--- src/design/hvs_fifo.sv ---
module hvs_fifo #(
  parameter int unsigned WIDTH = 8
) (
  input  logic             clk_i,
  input  logic             rst_ni,
  input  logic             push_i,
  input  logic [WIDTH-1:0] data_i,
  input  logic             pop_i,
  output logic [WIDTH-1:0] data_o,
  output logic             empty_o,
  output logic             full_o
);

  logic [WIDTH-1:0] mem_q [2];
  logic             wr_q, rd_q;
  logic [1:0]       cnt_q;

  assign data_o  = mem_q[rd_q];
  assign empty_o = (cnt_q == 2'd0);
  assign full_o  = (cnt_q == 2'd2);

  always_ff @(posedge clk_i) begin
    if (push_i) begin
      mem_q[wr_q] <= data_i;
    end
  end

  always_ff @(posedge clk_i or negedge rst_ni) begin
    if (!rst_ni) begin
      wr_q  <= 1'b0;
      rd_q  <= 1'b0;
      cnt_q <= 2'd0;
    end else begin
      if (push_i) begin
        wr_q <= ~wr_q;
      end
      if (pop_i) begin
        rd_q <= ~rd_q;
      end
      case ({push_i, pop_i})
        2'b10:   cnt_q <= cnt_q + 2'd1;
        2'b01:   cnt_q <= cnt_q - 2'd1;
        default: cnt_q <= cnt_q;
      endcase
    end
  end

endmodule

--- config.mk ---
export PLATFORM = sky130hd
export DESIGN_NAME = hvs_fifo
export DESIGN_NICKNAME = d
export VERILOG_FILES = /design/src/design/hvs_fifo.sv
export SDC_FILE = /design/constraint.sdc
export NUM_CORES = 1
export LEC_CHECK = 0
export ABC_CLOCK_PERIOD_IN_PS = 3100
export BUFFER_PORTS_ARGS = -buffer_cell sky130_fd_sc_hd__buf_2
export CORE_UTILIZATION = 35
export CTS_BUF_LIST = sky130_fd_sc_hd__clkbuf_2
export CTS_CLUSTER_DIAMETER = 150
export CTS_CLUSTER_SIZE = 14
export DETAILED_ROUTE_END_ITERATION = 16
export PLACE_DENSITY_LB_ADDON = 0.15
export SETUP_SLACK_MARGIN = 0.15
export SLEW_MARGIN = 5
export SYNTH_ARGS = -nofsm -noshare
export SYNTH_HDL_FRONTEND = slang
export SYNTH_SLANG_ARGS = --single-unit
--- constraint.sdc ---
create_clock -name clk_i -period 3.1 [get_ports clk_i]
set_input_delay 0.465 -clock clk_i [delete_from_list [all_inputs] [get_ports clk_i]]
set_output_delay 0.465 -clock clk_i [all_outputs]
set_load 0.02 [all_outputs]
==> Word level (Yosys, flattened, before mapping) <==
Memory sizes are Yosys's and may differ from the RTL's.
Cells that the tools add are included.
{ "op_classes": {"add_sub_neg": 2, "eq_ne": 3, "mux": 3, "n_bitwise": 2, "reduce_logical": 2} }
{ "op_table": {"columns": ["cell", "count"], "rows": [
  ["$eq A2 B2 Y1 const B", 2],
  ["$pmux W2 S2", 1],
  ["$add A2 B1 Y2 const B", 1],
  ["$eq A2 B1 Y1 const B", 1],
  ["$logic_not A2 Y1", 1],
  ["$mux W1", 2],
  ["$not A1 Y1", 2],
  ["$reduce_bool A2 Y1", 1],
  ["$sub A2 B1 Y2 const B", 1]
]} }
{ "totals": {"regBits": 4, "mem_bits_rw": 16, "inputBits": 12, "output_inout_bits": 10, "wordCells": 16, "mem_count": 1} }
{ "mem_list": {"columns": ["memory", "words", "width", "read_ports", "rd_ports_with_merged_regs", "write_ports", "line_no", "source"], "rows": [
  ["mem_q", 2, 8, 1, 0, 1, "14", "logic [WIDTH-1:0] mem_q [2];"]
]} }

==> Depth between registers and ports, before layout <==
{ "depth": {"depth_word": 2, "mapped_depth": 5, "mapped_depth_nobuf": 5} }

==> Worst setup path after synthesis <==
Ideal clock, no wire load.
{ "synth_timing": {"path_kind": "register -> output", "startpoint": "register rd_q", "endpoint": "output data_o[0]", "arrival_ps": 888, "required_ps": 2635, "slack_ps": 1747, "path_stages_with_launch": 3, "n_path_buf": 1, "path_cell_list": "dfrtp_1 -> buf_2 -> mux2_2"} }
{ "synth_via": {"elab_chain_cells": 1} }
{ "synth_lines": {"columns": ["element", "line_no", "source"], "rows": [
  ["start, declared", "15", "logic wr_q, rd_q;"],
  ["start signal, assigned", "38", "rd_q <= ~rd_q;"],
  ["$mem_v2 Z2 W8", null, null],
  ["end, declared", "9", "output logic [WIDTH-1:0] data_o,"]
]} }
Every way passes these cells.

==> Worst setup path in the final report <==
{ "layout_timing": {"startpoint": "register rd_q", "endpoint": "output data_o[4]"} }
The elaborated chain is that of the path after synthesis.

==> results.py <==
metrics = {
    "run_status": {
        "status": "finished, final reports clean",
    },
    "job": {
        "maxCapViolCount": 0,
    },
    "timing": {
        "rsz0062_at_grt": "no",
        "fin_crit_sh": 0.613,
        "skew_ps": 10.4,
        "hold_viol": 0,
        "finalSetupTns_ps": 0,
        "fmax_mhz": 526,
        "drv_slew": 0,
        "max_slew.worst_pin.slew_ps": 630,
        "slew_headroom": 0.579,
        "finalSetupViolCount": 0,
        "fin_ws_ps": 1200,
        "min_period_ps": 1900,
    },
    "logic_synthesis": {
        "synth-simple-area-share": 0.0345,
        "synth_top_family_by_area": "multiplexers",
        "netlist_top_cells_area": "edfxtp_1 63%, dfrtp_1 13%, mux2_2 12%, xor2_1 3.4%, xnor2_1 2.3%",
        "synth_largest_area_cell": "edfxtp_1",
        "synth.distinct_cells": 11,
        "yosys_warnings": 0,
        "syn-cell-area_sq_um": 762,
        "synth_compound_area_frac": 0,
        "synth_fp_nets": 54,
        "ys_seq_elements": 20,
        "synth_top_area_share": 0.631,
        "syn_area_per_cell_sq_um": 18.6,
        "synthMuxAreaShare": 0.118,
        "synth_fa_ha_area_frac": 0.0164,
        "netlist_instances": 41,
        "synthXorXnorAreaFrac": 0.0575,
        "yosysSeqAreaShare": 0.762,
    },
    "clock_tree": {
        "cts_root_buf": "clkbuf_2",
        "cts_made_buffers": 3,
        "clock_latency_ps": 300,
        "cts_tree": "yes",
        "htreeDepth": 1,
        "cts_setup_buffers": 0,
        "cts_sinks": 20,
        "clk_pin_slew_ps": 180,
        "cts_resized": 0,
        "cts_hold_buffers": 1,
        "clk_path_buf_depth": 2,
    },
    "layout": {
        "layout_commonest_cell": "buf_2",
        "areaGrowthSynthToFinish_pct": 21.3,
        "utilization": 0.462,
        "drive_above_1_share": 0.500,
        "final_cell_mix": "21 x buf_2, 16 x edfxtp_1, 8 x mux2_2",
        "nets": 80,
        "diodes": 0,
    },
    "detailed_routing": {
        "wl_per_cell_um": 10.9,
        "vias": 395,
        "wl_um": 1010,
        "vias_per_cell": 4.25,
        "ant_nets": 0,
        "first_pass_iters": 4,
        "drt_iter0_drc": 4,
        "drc_errors": 0,
    },
    "setup_path": {
        "critPathLaunchType": "flop",
        "crit_path_end_kind": "output pin",
        "critPathRequiredTime_ps": 2630,
        "crit_path_max_fanout": 9,
        "crit_type": "reg2out",
        "critPathArrivalTime_ps": 1430,
    },
    "floorplan": {
        "chipHeight_um": 48.7,
        "die-area_sq_mm": 0.00237,
        "start_util": 0.381,
        "dieWidth_um": 48.7,
        "pin_count": 22,
        "rows": 16,
        "design.core.area_sq_mm": 0.00200,
    },
    "placement": {
        "portBuffers": 21,
        "dpl.hpwl_um": 741,
        "gp_congestion": 0.694,
        "place_ws_ps": 1540,
    },
    "power": {
        "leakage_nw": 0.375,
        "finalPower_mw": 0.776,
        "p_per_area_mw_per_mm2": 839,
        "peakVddDrop_uv": 325,
    },
    "global_routing": {
        "grt_pass1_vias": 396,
        "track_usage": 0.0952,
        "antenna_found_initial": 0,
        "grt_max_degree": 12,
        "overflow": 0,
        "grt_pass1_wl_um": 1700,
    },
    "min_path": {
        "hp-class": "in2reg",
    },
}
## metal layers
metal  part of all wire  vias up  track usage
li1                   -      197            -
met1               0.46      186        0.130
met2               0.47       12        0.144
met3              0.063        0       0.0314
met4                  0        0       0.0294
met5                  0        -            0
## area by class of cell
cell class / instances / area (sq um)
timing repair buffer: 22 / 115
inverter: 1 / 3.75
clock buffer: 3 / 15.0
multi-input combinational: 19 / 173
clock inverter: 1 / 3.75
fill: 198 / 1080
sequential: 20 / 581
tap: 27 / 33.8
## critical path: stages, from the launching register on
cell and delay, ps:
dfrtp_1 610, mux2_2 380, buf_2 160
## path summary, 6_finish.rpt
check                                   endpoint  cells past startpoint  slack, ps              from
hold reg to reg                 wr_q$_DFFE_PN0P_                      1        500  wr_q$_DFFE_PN0P_
setup / recovery                       data_o[4]                      2       1200  rd_q$_DFFE_PN0P_
min in group asynchronous       wr_q$_DFFE_PN0P_                      2        460            rst_ni
setup reg to reg           mem_q[0][2]$_DFFE_PP_                      1       1820  wr_q$_DFFE_PN0P_
hold / removal                  wr_q$_DFFE_PN0P_                      2        340            push_i
max in group asynchronous       rd_q$_DFFE_PN0P_                      2       2510            rst_ni
## flip-flops by register name (all words and copies together) (netlist names)
signal / flops
mem_q: 16
cnt_q: 2
rd_q: 1
wr_q: 1
## report_power, final
group	switching [mW]	internal [mW]
logic	0.141	0.120
registers	0.0502	0.364
clock network	0.0721	0.0281
## per-stage QoR
stage               hold slack (ps)  instance area, sq um  cells
global route                    297                   925     93
detailed placement              282                   896     88
finish                          338                   925     93
global placement                276                   896     88
CTS                             325                   925     93
floorplan                       169                   762     41
## kinds of logic (layout without fill, tap and decap cells)
| logic type | count (synthesis) | after routing |
|---|---|---|
| xor gates and xnor gates | 5 | 5 |
| buffers and inverters | 2 | 27 |
| adders and majority gates | 1 | 1 |
| and+or+nand+nor | 5 | 5 |
| DFF | 20 | 20 |
| muxes | 8 | 8 |
## synth_stat cells
cell type,n
xor2_1,3
and2b_2,1
buf_2,1
edfxtp_1,16
dfrtp_1,4
and2_1,1
ha_1,1
xnor2_1,2
inv_1,1
mux2_2,8
nor2_1,3
Note: power is estimated with default switching activity, not from simulation.
