<file path="config.mk">
export PLATFORM = sky130hd
export DESIGN_NAME = hvs_front
export DESIGN_NICKNAME = d
export VERILOG_FILES = /design/src/design/hvs_pkg.sv /design/src/design/hvs_front.sv
export SDC_FILE = /design/constraint.sdc
export NUM_CORES = 1
export LEC_CHECK = 0
export BUFFER_PORTS_ARGS = -buffer_cell sky130_fd_sc_hd__buf_2
export CAP_MARGIN = 20
export CORE_MARGIN = 2
export CORE_UTILIZATION = 43
export DETAILED_ROUTE_END_ITERATION = 7
export GPL_TIMING_DRIVEN = 0
export PLACE_DENSITY = 0.71
export SYNTH_ARGS = -nofsm -noshare
export SYNTH_HDL_FRONTEND = slang
export SYNTH_SLANG_ARGS = --single-unit
</file>
<file path="constraint.sdc">
create_clock -name clk_i -period 3.2 [get_ports clk_i]
set_input_delay 0.48 -clock clk_i [delete_from_list [all_inputs] [get_ports clk_i]]
set_output_delay 0.48 -clock clk_i [all_outputs]
set_load 0.005 [all_outputs]
</file>
<file path="src/design/hvs_pkg.sv">
package hvs_pkg;

  localparam logic [31:0] HASH_SEED  = 32'd5381;
  localparam int unsigned HASH_SHIFT = 5;
  localparam int unsigned PORT_TILE_BITS = 8;

  typedef enum logic {
    OP_TILE  = 1'b0,
    OP_CLEAR = 1'b1
  } opcode_e;

  function automatic logic [31:0] hash_mix(input logic [31:0] h, input logic [31:0] t);
    hash_mix = (h << HASH_SHIFT) + h + t;
  endfunction

endpackage

</file>
<file path="src/design/hvs_front.sv">
module hvs_front
  import hvs_pkg::*;
#(
  parameter int unsigned KEY_TILES = 16,
  parameter int unsigned BUCKETS   = 1024,
  parameter int unsigned TB        = 8,
  localparam int unsigned BW  = $clog2(BUCKETS),
  localparam int unsigned PW  = $clog2(KEY_TILES + 1),
  localparam int unsigned TIW = (KEY_TILES > 1) ? $clog2(KEY_TILES) : 1
) (
  input  logic                    clk_i,
  input  logic                    rst_ni,
  input  logic                    take_i,
  input  logic                    opcode_i,
  input  logic [TB-1:0]           tile_i,
  input  logic                    last_i,
  output logic                    idle_o,
  output logic                    push_o,
  output logic                    job_clear_o,
  output logic [BW-1:0]           job_slot_o,
  output logic [KEY_TILES*TB-1:0] job_key_o
);

  // The quotient is the hash times the rounded-up reciprocal of the bucket count,
  // shifted right by 32 plus the bucket index width; this is exact for every 32-bit hash.
  localparam logic [63:0] RECIP    = ((64'd1 << (32 + BW)) + 64'(BUCKETS) - 64'd1) /
                                     64'(BUCKETS);
  localparam logic [16:0] RECIP_LO = RECIP[16:0];
  localparam logic [15:0] RECIP_HI = RECIP[32:17];

  typedef enum logic [2:0] {
    F_IDLE,
    F_PAD,
    F_MULA,
    F_MULB,
    F_RED
  } state_e;

  state_e                  state_q;
  logic [31:0]             hash_q, hash_d;
  logic [PW-1:0]           pos_q;
  logic [KEY_TILES*TB-1:0] key_q;
  logic [48:0]             prod_lo, plo_q;
  logic [47:0]             prod_hi;
  logic [65:0]             prod_sum;
  logic [31:0]             quo_q, rem_full;
  logic                    room;

  assign room     = (pos_q < PW'(KEY_TILES));
  assign hash_d   = room ? hash_mix(hash_q, 32'(tile_i)) : hash_q;
  assign prod_lo  = 49'(hash_q) * 49'(RECIP_LO);
  assign prod_hi  = 48'(hash_q) * 48'(RECIP_HI);
  assign prod_sum = 66'(plo_q) + (66'(prod_hi) << 17);
  assign rem_full = hash_q - quo_q * 32'(BUCKETS);

  assign idle_o      = (state_q == F_IDLE);
  assign job_key_o   = key_q;
  assign job_slot_o  = rem_full[BW-1:0];
  assign job_clear_o = (state_q == F_IDLE);
  assign push_o      = (take_i && opcode_e'(opcode_i) == OP_CLEAR) ||
                       (state_q == F_RED);

  always_ff @(posedge clk_i or negedge rst_ni) begin
    if (!rst_ni) begin
      state_q <= F_IDLE;
      hash_q  <= HASH_SEED;
      pos_q   <= '0;
      key_q   <= '0;
      plo_q   <= '0;
      quo_q   <= '0;
    end else begin
      case (state_q)
        F_IDLE: begin
          if (take_i) begin
            if (opcode_e'(opcode_i) == OP_CLEAR) begin
              hash_q <= HASH_SEED;
              pos_q  <= '0;
              key_q  <= '0;
            end else begin
              hash_q <= hash_d;
              if (room) begin
                key_q[pos_q[TIW-1:0]*TB +: TB] <= tile_i;
                pos_q <= pos_q + PW'(1);
              end
              if (last_i) begin
                if (room && (pos_q + PW'(1)) < PW'(KEY_TILES)) begin
                  state_q <= F_PAD;
                end else begin
                  state_q <= F_MULA;
                end
              end
            end
          end
        end
        F_PAD: begin
          hash_q <= hash_mix(hash_q, 32'd0);
          pos_q  <= pos_q + PW'(1);
          if ((pos_q + PW'(1)) == PW'(KEY_TILES)) begin
            state_q <= F_MULA;
          end
        end
        F_MULA: begin
          plo_q   <= prod_lo;
          state_q <= F_MULB;
        end
        F_MULB: begin
          quo_q   <= 32'(prod_sum >> (32 + BW));
          state_q <= F_RED;
        end
        F_RED: begin
          hash_q  <= HASH_SEED;
          pos_q   <= '0;
          key_q   <= '0;
          state_q <= F_IDLE;
        end
        default: state_q <= F_IDLE;
      endcase
    end
  end

endmodule

</file>
# Word-level counts from Yosys, hierarchy flattened
# Cells that the tools add are included.
[classes]
n_reduce_logical = 9
shifts = 2
eq_ne = 10
n_lt_le_gt_ge = 2
n_mux = 19
add_sub_neg = 5
[ops]
columns = ["operator", "n"]
rows = [
  ["$mux 128", 3],
  ["$pmux 128 s2", 1],
  ["$bwmux 128", 1],
  ["$shift 8x34->128 const A", 1],
  ["$shiftx 8x34->128", 1],
  ["$mux 32", 3],
  ["$pmux 32 s3", 1],
  ["$neg 7->34", 1],
  ["$add 32x32->32", 1],
  ["$add 32x8->32", 1],
  ["$mux 5", 3],
  ["$pmux 5 s3", 1],
  ["$mux 3", 4],
  ["$pmux 3 s4", 1],
  ["$lt 5x5->1 const B", 2],
  ["$sub 10x1->10 const B", 1],
  ["$ne 2x2->1 const B", 4],
  ["$eq 3x2->1 const B", 2],
  ["$reduce_and 3->1", 2],
  ["$add 5x1->5 const B", 1],
  ["$eq 5x5->1 const B", 1],
  ["$reduce_and 4->1", 1],
  ["$eq 3x1->1 const B", 1],
  ["$eq 3x3->1 const B", 1],
  ["other kinds (7)", 8],
]
[word_totals]
regBits = 168
elab_cells = 51

# Longest topological paths before layout
# Gate-level depths: netlist (run 1).
[logic_depth]
word_depth = 8
depth_mapped = 10

# Least setup slack after synthesis (run 1)
# OpenSTA, ideal clock, no wires.
[synth_timing]
path_type = "flip-flop to flip-flop"
from = "register hash_q[0]"
to = "register hash_q[8]"
slack_ns = 0.772
period_less_slack_ns = 2.428
n_path_buf = 0
arrival_time_ns = 2.350
t_required_ns = 3.122
path_stages_with_launch = 9
path_cell_list = "dfstp_2 -> ha_1 -> fa_1 -> ha_1 -> nor2b_1 -> a311o_1 -> a21oi_1 -> mux2i_1 -> nor2_1"
[synth_via]
elab_chain_len = 6
[synth_rtl]
columns = ["element", "line", "source"]
rows = [
  ["start, declared", "hvs_front.sv:40", "logic [31:0] hash_q, hash_d;"],
  ["start signal, assigned", "hvs_front.sv:80", "hash_q <= hash_d;"],
  ["start signal, assigned", "hvs_front.sv:96", "hash_q <= hash_mix(hash_q, 32'd0);"],
  ["$add 32x32->32 (*)", "hvs_pkg.sv:13", "hash_mix = (h << HASH_SHIFT) + h + t;"],
  ["$add 32x8->32", "hvs_pkg.sv:13", ""],
  ["$mux 32", "hvs_front.sv:50", "assign hash_d = room ? hash_mix(hash_q, 32'(tile_i)) : hash_q;"],
  ["$mux 32", "hvs_front.sv:75", "if (opcode_e'(opcode_i) == OP_CLEAR) begin"],
  ["$mux 32", "hvs_front.sv:74", "if (take_i) begin"],
  ["$pmux 32 s3 (*)", "hvs_front.sv:72", "case (state_q)"],
]
# Every way passes the cells marked *; elsewhere a longest branch is shown, timed or not. The select of a mux whose other input is x is not followed.
# A chain may end at the register's enable or synchronous reset.

# Worst setup path after layout (run 1)
[layout_timing]
from = "register pos_q[0]"
to = "register key_q[13] (netlist: job_key_o[13])"
[layout_via]
elab_chain_len = 7
word_cells_on_any_way = 11
[layout_rtl]
columns = ["element", "line", "source"]
rows = [
  ["start, declared", "hvs_front.sv:41", "logic [PW-1:0] pos_q;"],
  ["start signal, assigned", "hvs_front.sv:83", "pos_q <= pos_q + PW'(1);"],
  ["start signal, assigned", "hvs_front.sv:97", "pos_q <= pos_q + PW'(1);"],
  ["$neg 7->34", "hvs_front.sv:82", "key_q[pos_q[TIW-1:0]*TB +: TB] <= tile_i;"],
  ["$shiftx 8x34->128 or $shift 8x34->128 (tied branches)", "hvs_front.sv:82", ""],
  ["$bwmux 128", "hvs_front.sv:82", ""],
  ["$mux 128", "hvs_front.sv:81", "if (room) begin"],
  ["$mux 128", "hvs_front.sv:75", ""],
  ["$mux 128", "hvs_front.sv:74", ""],
  ["$pmux 128 s2", "hvs_front.sv:72", ""],
  ["end signal, assigned by index", "hvs_front.sv:82", ""],
  ["end, declared", "hvs_front.sv:42", "logic [KEY_TILES*TB-1:0] key_q;"],
]
# Parallel ways exist; a longest one is shown, timed or not. The select of a mux whose other input is x is not followed.

==> results_dict.tcl, run 1 <==
set metrics [dict create \
    cp_slowest_cell "nor4_2" \
    ant_nets 0 \
    crit_type "register to register" \
    grt.total_usage 0.2298 \
    synth_ff_type "dfrtp_1" \
    max_freq_mhz 345.5 \
    fin_ws_ns 0.3060 \
    fin_crit_ns 2.894 \
    num-nets-final 739 \
    chipHeight_um 126.1 \
    ys_types 55 \
    yosysTopAreaCell "dfrtp_1" \
    multi_input_area_sq_um 2621 \
    setup_viol 0 \
    numClockSinks 146 \
    synth_most_common_cell "dfrtp_1" \
    die_area_sq_um 15900 \
    die_w_um 126.1 \
    hp-class "input port to asynchronous set/reset pin" \
    end_kind "register" \
    seqCellArea_sq_um 3657 \
    status "complete, no violations" \
    synth_top_area_frac 0.5583 \
    post-place-ws_ns 0.1044 \
    antenna_found_initial 0 \
    ir_drop_mv 0.4261 \
    critical_path.max_fanout 10 \
    cts-root-buf "clkbuf_16" \
    synth_enable_flop_cells 0 \
    max_slew_margin 0.3916 \
    async_flop_share 1.000 \
    final_cell_area_sq_um 7956 \
    global_route.usage.met3 0.05013 \
    ctsHoldBuffers 0 \
    design.core.area_sq_um 14530 \
    cts_max_path_buffers 2 \
    fill_cells 1277 \
    drt_iter0_markers 440 \
    wirelength_mm 18.16 \
    ys_top_cells_by_count "dfrtp_1 (143), a22o_1 (123), nand2_1 (54), ha_1 (18), nor2_1 (18)" \
    placed_cell_area_sq_um 7440 \
    initial_utilization 0.4410 \
    avgSynthCellArea_sq_um 12.03 \
    drv_slew 0 \
    worstMarginPinSlew_ns 0.9051 \
    ys_seq_elements 146 \
    cts_made_buffers 17 \
    syn_inst 533 \
    drc 0 \
    cts_tree "done" \
    placed_cells 871 \
    synth_area_sq_um 6410 \
    timing.final.crit_share 0.9044 \
    antenna_cells 0 \
    start_kind "register" \
    busiest_layer "met2" \
    grt_max_degree 97 \
    path_clk_slew_ns 0.06 \
    gp_congestion 0.9204 \
    critPathBufInv 3 \
    synthToLayoutAreaGrowth_pct 24.13 \
    avgRoutedWirePerCell_um 20.22 \
    post-dp-hpwl_mm 12.95 \
    drive_gt1_frac 0.2983 \
    power.leakage_nw 4.129 \
    maxCapViolations 0 \
    ios 154 \
    post_cts_resized 0 \
    hold_viol 0 \
    holdWs_ns 0.005845 \
    post-cts-setup-buffer-count 0 \
    reg2regPathDepth 7 \
    io_buffer_count 153 \
    path_depth 7 \
    cp_data_arrival_time_ns 3.25 \
    drtPass1Iterations 6 \
    yosys_warnings 0 \
    fin_util 0.5474 \
    cp_cell_sequence "clkbuf_1, inv_1, ha_1, buf_1, nand3_1, nor4_2, a22o_1" \
    layout.cells.non_filler 898 \
    seq_area_frac_synth 0.5706 \
    num_rows 44 \
    via_per_inst 5.885 \
    grtUsageMet2 0.3650 \
    clock_skew_ns 0.005481 \
    grt_pass1_vias 5136 \
    globalRoute.totalOverflow 0 \
    rsz0062_at_grt "no" \
    syn_nets 566 \
    vias 5285 \
    h-tree-depth 4 \
    crit_required_ns 3.56 \
    synthTopCellsByArea "dfrtp_1 (56%), a22o_1 (17%), ha_1 (3.5%)" \
    grtUsageMet1 0.3135 \
    clkLatencyLatePin_ns 0.42 \
    grt_pass1_wl_mm 28.60 \
    powerDensity_nw_per_um2 833.5 \
    path_delay_family "simple AND/OR/NAND/NOR gates" \
    slowest_delay_ns 0.82 \
]
==> worst paths after layout <==
| check | start | to | slack, ns |
|---|---|---|---|
| max in group asynchronous | rst_ni | job_key_o[7]$_DFFE_PN0P_ | 2.37 |
| worst max-delay path | pos_q[0]$_DFFE_PN0P_ | job_key_o[13]$_DFFE_PN0P_ | 0.31 |
| min in group clk_i | last_i | state_q[1]$_DFFE_PN0P_ | 0.48 |
| worst min register to register | job_key_o[71]$_DFFE_PN0P_ | job_key_o[71]$_DFFE_PN0P_ | 0.49 |
| worst min-delay path | rst_ni | job_key_o[36]$_DFFE_PN0P_ | 0.006 |
| worst max register to register | pos_q[0]$_DFFE_PN0P_ | job_key_o[13]$_DFFE_PN0P_ | 0.31 |
==> metrics by stage <==
stage | TNS, ns | total power, W
6_report | 0 | 0.006631
5_1_grt | 0 | 0.007020
4_1_cts | 0 | 0.006637
3_5_place_dp | 0 | 0.004868
3_3_place_gp | -27.38 | 0.004747
2_1_floorplan | 0 | 0.004105
==> power by group <==
group | total, W | switching [W] | internal (W)
clock | 0.00177 | 0.000722 | 0.00105
combinational | 0.00256 | 0.00153 | 0.00103
sequential | 0.00230 | 0.000216 | 0.00209
==> area by class of cell <==
cell class / instances / share of cell area
sequential: 146 / 0.4597
inverter: 7 / 0.003302
tap: 184 / 0.02894
clock inverter: 5 / 0.004089
timing repair buffer: 154 / 0.1005
buffer: 25 / 0.01321
clock buffer: 22 / 0.06086
multi-input combinational: 355 / 0.3295
==> metal layers <==
metal  vias up  wire length (um)
met1      2697              8116
met5         -                 0
met4         0               416
li1       2360                 -
met2       204              8634
met3        24               995
==> state kept, by name (all words and copies together), names as in the netlist <==
| register | cells |
|---|---|
| hash_q | 10 |
| job_key_o | 128 |
| pos_q | 5 |
| state_q | 3 |
==> cells by family (layout without fill, tap and decap cells) <==
logic type | count (synthesis) | after routing | share of synthesized area
buffers and inverters | 32 | 213 | 0.02049
adder cells (fa/ha/maj) | 20 | 20 | 0.04138
AND/OR/NAND/NOR | 124 | 124 | 0.1038
flip-flops | 146 | 146 | 0.5706
XOR/XNOR | 13 | 13 | 0.02284
AO/OA/AOI/OAI | 196 | 196 | 0.2378
multiplexers | 2 | 2 | 0.003123
==> worst register-to-register path, cell delays in order (launching register included) <==
cell	delay (ns)
dfrtp_1	0.42
clkbuf_1	0.37
inv_1	0.09
ha_1	0.29
buf_1	0.30
nand3_1	0.29
nor4_2	0.82
a22o_1	0.26
==> layout by cell type (no fill, tap or decap), types with 4 or more instances in the layout <==
| master | n |
|---|---|
| buf_2 | 155 |
| dfrtp_1 | 143 |
| a22o_1 | 123 |
| nand2_1 | 54 |
| nor2_1 | 18 |
| ha_1 | 18 |
| clkbuf_16 | 17 |
| a21oi_1 | 16 |
| o21ai_1 | 15 |
| o21ai_0 | 15 |
| clkbuf_1 | 13 |
| buf_1 | 8 |
| inv_1 | 7 |
| nand2b_1 | 7 |
| xnor2_1 | 7 |
| a21o_1 | 7 |
| nand3_1 | 6 |
| o22ai_1 | 6 |
| nor3_2 | 6 |
| xor2_1 | 4 |
| nor2b_1 | 4 |
| nor4_2 | 4 |
| clkbuf_8 | 4 |
(Power assumes the default switching activity.)
==> inputs of run 2 (changes only) <==
--- a/config.mk
+++ b/config.mk
@@ -12,6 +12,8 @@
 export DETAILED_ROUTE_END_ITERATION = 7
 export GPL_TIMING_DRIVEN = 0
 export PLACE_DENSITY = 0.71
+export RECOVER_POWER = 50
+export SKIP_CTS_REPAIR_TIMING = 1
 export SYNTH_ARGS = -nofsm -noshare
 export SYNTH_HDL_FRONTEND = slang
 export SYNTH_SLANG_ARGS = --single-unit
==> run 2 against run 1 <==
  * The run now ends with max-capacitance violations, max-slew violations left
  * Sequential share of layout area up 0.31 points
  * Via count up 0.26%
  * Largest power group unchanged
  * Routed wire length increased by 0.20%
  * Register-to-register slack got worse by 0.02 ns
  * Critical path depth unchanged
  * Design area down 0.66%
  * Flip-flop and latch count unchanged
  * Die area unchanged
  * Non-clock buffer count did not move
  * Global-route usage is the same
  * Critical path type unchanged
  * First-iteration DRC count fell by 1.8%
  * Count of clock-buffer cells in the layout unchanged
==> results_dict.tcl, run 2 (same netlist as run 1, synthesis figures left out) <==
set metrics [dict create \
    num_rows 44 \
    worstMarginPinSlew_ns 2.807 \
    gp_congestion 0.9204 \
    power.leakage_nw 3.965 \
    ios 154 \
    numClockSinks 146 \
    cts_tree "done" \
    wirelength_mm 18.20 \
    cts-root-buf "clkbuf_16" \
    critical_path.max_fanout 10 \
    die_w_um 126.1 \
    hold_path_depth 4 \
    grt.total_usage 0.2298 \
    cts_max_path_buffers 2 \
    post-dp-hpwl_mm 12.95 \
    grt_max_degree 97 \
    antenna_found_initial 0 \
    io_buffer_count 153 \
    maxCapViolations 1 \
    fin_ws_ns 0.2869 \
    chipHeight_um 126.1 \
    end_kind "register" \
    drt_iter0_markers 432 \
    start_kind "register" \
    grt_pass1_wl_mm 28.60 \
    grtUsageMet2 0.3650 \
    layout_common_cells "dfrtp_1 (143), a22o_1 (123), buf_2 (119)" \
    fin_crit_ns 2.913 \
    num-nets-final 739 \
    ant_nets 0 \
    cp_data_arrival_time_ns 3.27 \
    hp-class "input port to register" \
    avgRoutedWirePerCell_um 20.27 \
    status "finished with violations" \
    synthToLayoutAreaGrowth_pct 23.31 \
    finalSetupTns_ns 0 \
    vias 5299 \
    grt_pass1_vias 5136 \
    ir_drop_mv 0.4239 \
    crit_required_ns 3.55 \
    die_area_sq_um 15900 \
    path_clk_slew_ns 0.06 \
    antenna_cells 0 \
    via_per_inst 5.901 \
    globalRoute.totalOverflow 0 \
    final_common_cell "dfrtp_1" \
    drc 0 \
    global_route.usage.met3 0.05013 \
    initial_utilization 0.4410 \
    h-tree-depth 4 \
    post-place-ws_ns 0.1044 \
    setup_viol 0 \
    max_freq_mhz 343.3 \
    fill_cells 1298 \
    holdWs_ns 0.4850 \
    grtUsageMet1 0.3135 \
    multi_input_area_sq_um 2621 \
    powerDensity_nw_per_um2 837.8 \
    hold_viol 0 \
    drive_gt1_frac 0.2465 \
    violations "max-capacitance violations, max-slew violations" \
    clock_skew_ns 0.005105 \
    cts_made_buffers 17 \
    largest_reg_flops 128 \
    timing.final.crit_share 0.9103 \
    busiest_layer "met2" \
    drv_slew 51 \
    clkLatencyLatePin_ns 0.42 \
    reg2regPathDepth 7 \
    rrSetupSlack_ns 0.29 \
    drtPass1Iterations 7 \
    rsz0062_at_grt "no" \
    max_slew_margin -0.8711 \
    crit_type "register to register" \
    design.core.area_sq_um 14530 \
    seqCellArea_sq_um 3657 \
]
## run 2: cell types whose count changed in the layout (fill, tap and decap cells not counted), sizes merged
cell    delta
clkbuf    +36
buf       -36
## run 2: critical path: stages, from the launching register on
cell and delay [ns]:
dfrtp_1 0.42, clkbuf_1 0.38, inv_1 0.09, ha_1 0.29, buf_1 0.29, nand3_1 0.29
nor4_2 0.82, a22o_1 0.26
## run 2: metal layers
| layer | vias to the layer above | wire length, um |
|---|---|---|
| met4 | 0 | 425 |
| li1 | 2352 | - |
| met5 | - | 0 |
| met3 | 27 | 1072 |
| met2 | 210 | 8627 |
| met1 | 2710 | 8073 |
## run 2: path summary, 6_finish.rpt
path                                           start                        end
max in group asynchronous                     rst_ni     state_q[1]$_DFFE_PN0P_
setup reg to reg                pos_q[0]$_DFFE_PN0P_  job_key_o[13]$_DFFE_PN0P_
hold reg to reg            job_key_o[67]$_DFFE_PN0P_  job_key_o[67]$_DFFE_PN0P_
setup / recovery                pos_q[0]$_DFFE_PN0P_  job_key_o[13]$_DFFE_PN0P_
min in group asynchronous                     rst_ni  job_key_o[36]$_DFFE_PN0P_
hold / removal                                last_i     state_q[1]$_DFFE_PN0P_
## run 2: power breakdown
part | internal [W] | switching (W)
logic | 0.00102 | 0.00153
registers | 0.00209 | 0.000217
clock network | 0.00105 | 0.000722
total | 0.00415 | 0.00247
## run 2: per-stage QoR
step	utilization	power (W)	instance area, sq um	instances
floorplan	-	0.004105	6410	533
global placement	0.5096	0.004747	7406	870
detailed placement	0.5119	0.004868	7440	871
CTS	0.5474	0.006637	7956	898
global route	0.5438	0.007011	7904	898
finish	0.5438	0.006622	7904	898
## run 2: cell type report
class,instances,share of cell area
clock buffer,22,0.06126
inverter,7,0.003324
timing repair buffer,154,0.09451
sequential,146,0.4627
clock inverter,5,0.004116
multi-input combinational,355,0.3316
buffer,25,0.01330
tap,184,0.02913
==> inputs of run 3 (changes only) <==
--- a/config.mk
+++ b/config.mk
@@ -7,11 +7,10 @@
 export LEC_CHECK = 0
 export BUFFER_PORTS_ARGS = -buffer_cell sky130_fd_sc_hd__buf_2
 export CAP_MARGIN = 20
-export CORE_MARGIN = 2
-export CORE_UTILIZATION = 43
+export CORE_UTILIZATION = 45
 export DETAILED_ROUTE_END_ITERATION = 7
 export GPL_TIMING_DRIVEN = 0
-export PLACE_DENSITY = 0.71
+export PLACE_DENSITY = 0.74
 export RECOVER_POWER = 50
 export SKIP_CTS_REPAIR_TIMING = 1
 export SYNTH_ARGS = -nofsm -noshare
==> run 3 against run 2 <==
  * The flow still finishes with violations (max-capacitance violations, max-slew violations)
  * Die area down 7.4%
  * First-iteration DRC count increased by 4.9%
  * Design area grew 1.4%
  * Clock power grew 19%
  * Routed wire length shrank 2.9%
==> results_dict.tcl, run 3 (same netlist as run 1, synthesis figures left out) <==
set metrics [dict create \
    cts_made_buffers 17 \
    maxCapViolations 1 \
    vias 5241 \
    numClockSinks 146 \
    max_freq_mhz 348.1 \
    ant_nets 0 \
    cp_cell_sequence "clkbuf_1, inv_1, ha_1, or3b_1, o2111ai_2, nand2b_1, nor2_1, a22o_1" \
    die_w_um 121.4 \
    max_slew_margin -0.6546 \
    final_common_cell "dfrtp_1" \
    drive_gt1_frac 0.2531 \
    layout_common_cells "dfrtp_1 (143), a22o_1 (123), buf_2 (120)" \
    clock_skew_ns 0.007334 \
    r2r-start "pos_q[0]$_DFFE_PN0P_" \
    critical_path.max_fanout 10 \
    grt_pass1_wl_mm 27.87 \
    rrSetupSlack_ns 0.33 \
    cp-endpoint "job_key_o[19]$_DFFE_PN0P_" \
    grt.total_usage 0.2524 \
    ios 154 \
    fill_cells 1180 \
    placed_cells 867 \
    crit_required_ns 3.56 \
    ir_drop_mv 0.3450 \
    cp_data_arrival_time_ns 3.23 \
    post-dp-hpwl_mm 12.55 \
    slowest_delay_ns 0.51 \
    io_buffer_count 153 \
    powerDensity_nw_per_um2 868.3 \
    antenna_cells 0 \
    hold_viol 0 \
    start_kind "register" \
    num_rows 43 \
    drtPass1Iterations 5 \
    cts-root-buf "clkbuf_16" \
    num-nets-final 739 \
    antenna_found_initial 0 \
    fin_util 0.5772 \
    timing.final.crit_share 0.8976 \
    drt_iter0_markers 453 \
    cts_tree "done" \
    drc 0 \
    hp-class "input port to register" \
    finalSetupTns_ns 0 \
    via_per_inst 5.830 \
    power.leakage_nw 4.029 \
    largest_reg_flops 128 \
    grt_max_degree 93 \
    h-tree-depth 4 \
    chipHeight_um 121.4 \
    globalRoute.totalOverflow 0 \
    reg2regPathDepth 8 \
    crit_type "register to register" \
    drv_slew 55 \
    setup_viol 0 \
    violations "max-capacitance violations, max-slew violations" \
    grt_pass1_vias 5130 \
    cp_slowest_cell "nor2_1" \
    initial_utilization 0.4618 \
    design.core.area_sq_um 13880 \
    startpoint "pos_q[0]$_DFFE_PN0P_" \
    wirelength_mm 17.68 \
    cts_max_path_buffers 2 \
    reg2reg_to "job_key_o[19]$_DFFE_PN0P_" \
    worstMarginPinSlew_ns 2.482 \
    status "finished with violations" \
    gp_congestion 0.9243 \
    path_clk_slew_ns 0.06 \
    finalPower_w 0.006957 \
    synthToLayoutAreaGrowth_pct 25.00 \
    avgRoutedWirePerCell_um 19.67 \
    clkLatencyLatePin_ns 0.42 \
    end_kind "register" \
    fin_crit_ns 2.872 \
    rsz0062_at_grt "no" \
    die_area_sq_um 14730 \
    holdWs_ns 0.4595 \
    layout.cells.non_filler 899 \
]
-- run 3: critical path, delay by kind of cell, from the launching register on --
kind | cells | cell delay [ns]
flip-flops | 1 | 0.45
AO/OA/AOI/OAI | 2 | 0.49
adder cells (fa/ha/maj) | 1 | 0.31
buffers and inverters | 2 | 0.43
AND/OR/NAND/NOR | 3 | 1.12
-- run 3: layout make-up --
cell class              count  area (sq um)  share of cell area
multi-input cells         355          2621              0.3271
clock inverters            13         181.4             0.02264
repair buffers            154         753.2             0.09400
clock buffers              19         442.9             0.05528
well taps                 180         225.2             0.02811
flip-flops and latches    146          3657              0.4564
plain buffers              25         105.1             0.01312
inverters                   7         26.28            0.003279
-- run 3: worst min path at each step --
stage,from,cells after the start,endpoint,slack (ns)
global route,last_i,4,state_q[1]$_DFFE_PN0P_,0.50
CTS,rst_ni,1,job_key_o[90]$_DFFE_PN0P_,0.02
floorplan,rst_ni,0,hash_q[1]$_DFFE_PN0P_,0.18
detailed placement,rst_ni,1,job_key_o[90]$_DFFE_PN0P_,0.47
finish,last_i,4,state_q[1]$_DFFE_PN0P_,0.46
global placement,job_key_o[71]$_DFFE_PN0P_,2,job_key_o[71]$_DFFE_PN0P_,0.48
-- run 3: metal layers --
metal  global-route usage  part of all wire
met1               0.3282              0.43
met5                    0                 0
met4               0.1003             0.024
met2               0.4134              0.50
met3              0.04934             0.051
-- run 3: power breakdown --
group / total, W / switching (W) / internal, W
combinational: 0.00255 / 0.00153 / 0.00102
clock: 0.00210 / 0.000777 / 0.00132
sequential: 0.00230 / 0.000217 / 0.00209
-- run 3: metrics by stage --
| stage | setup slack (ns) | cell area (sq um) |
|---|---|---|
| finish | 0.3276 | 8013 |
| global route | 0.1584 | 8013 |
| CTS | 0.4097 | 8059 |
| detailed placement | 0.02844 | 7435 |
| global placement | -0.2418 | 7401 |
| floorplan | 0.7719 | 6410 |
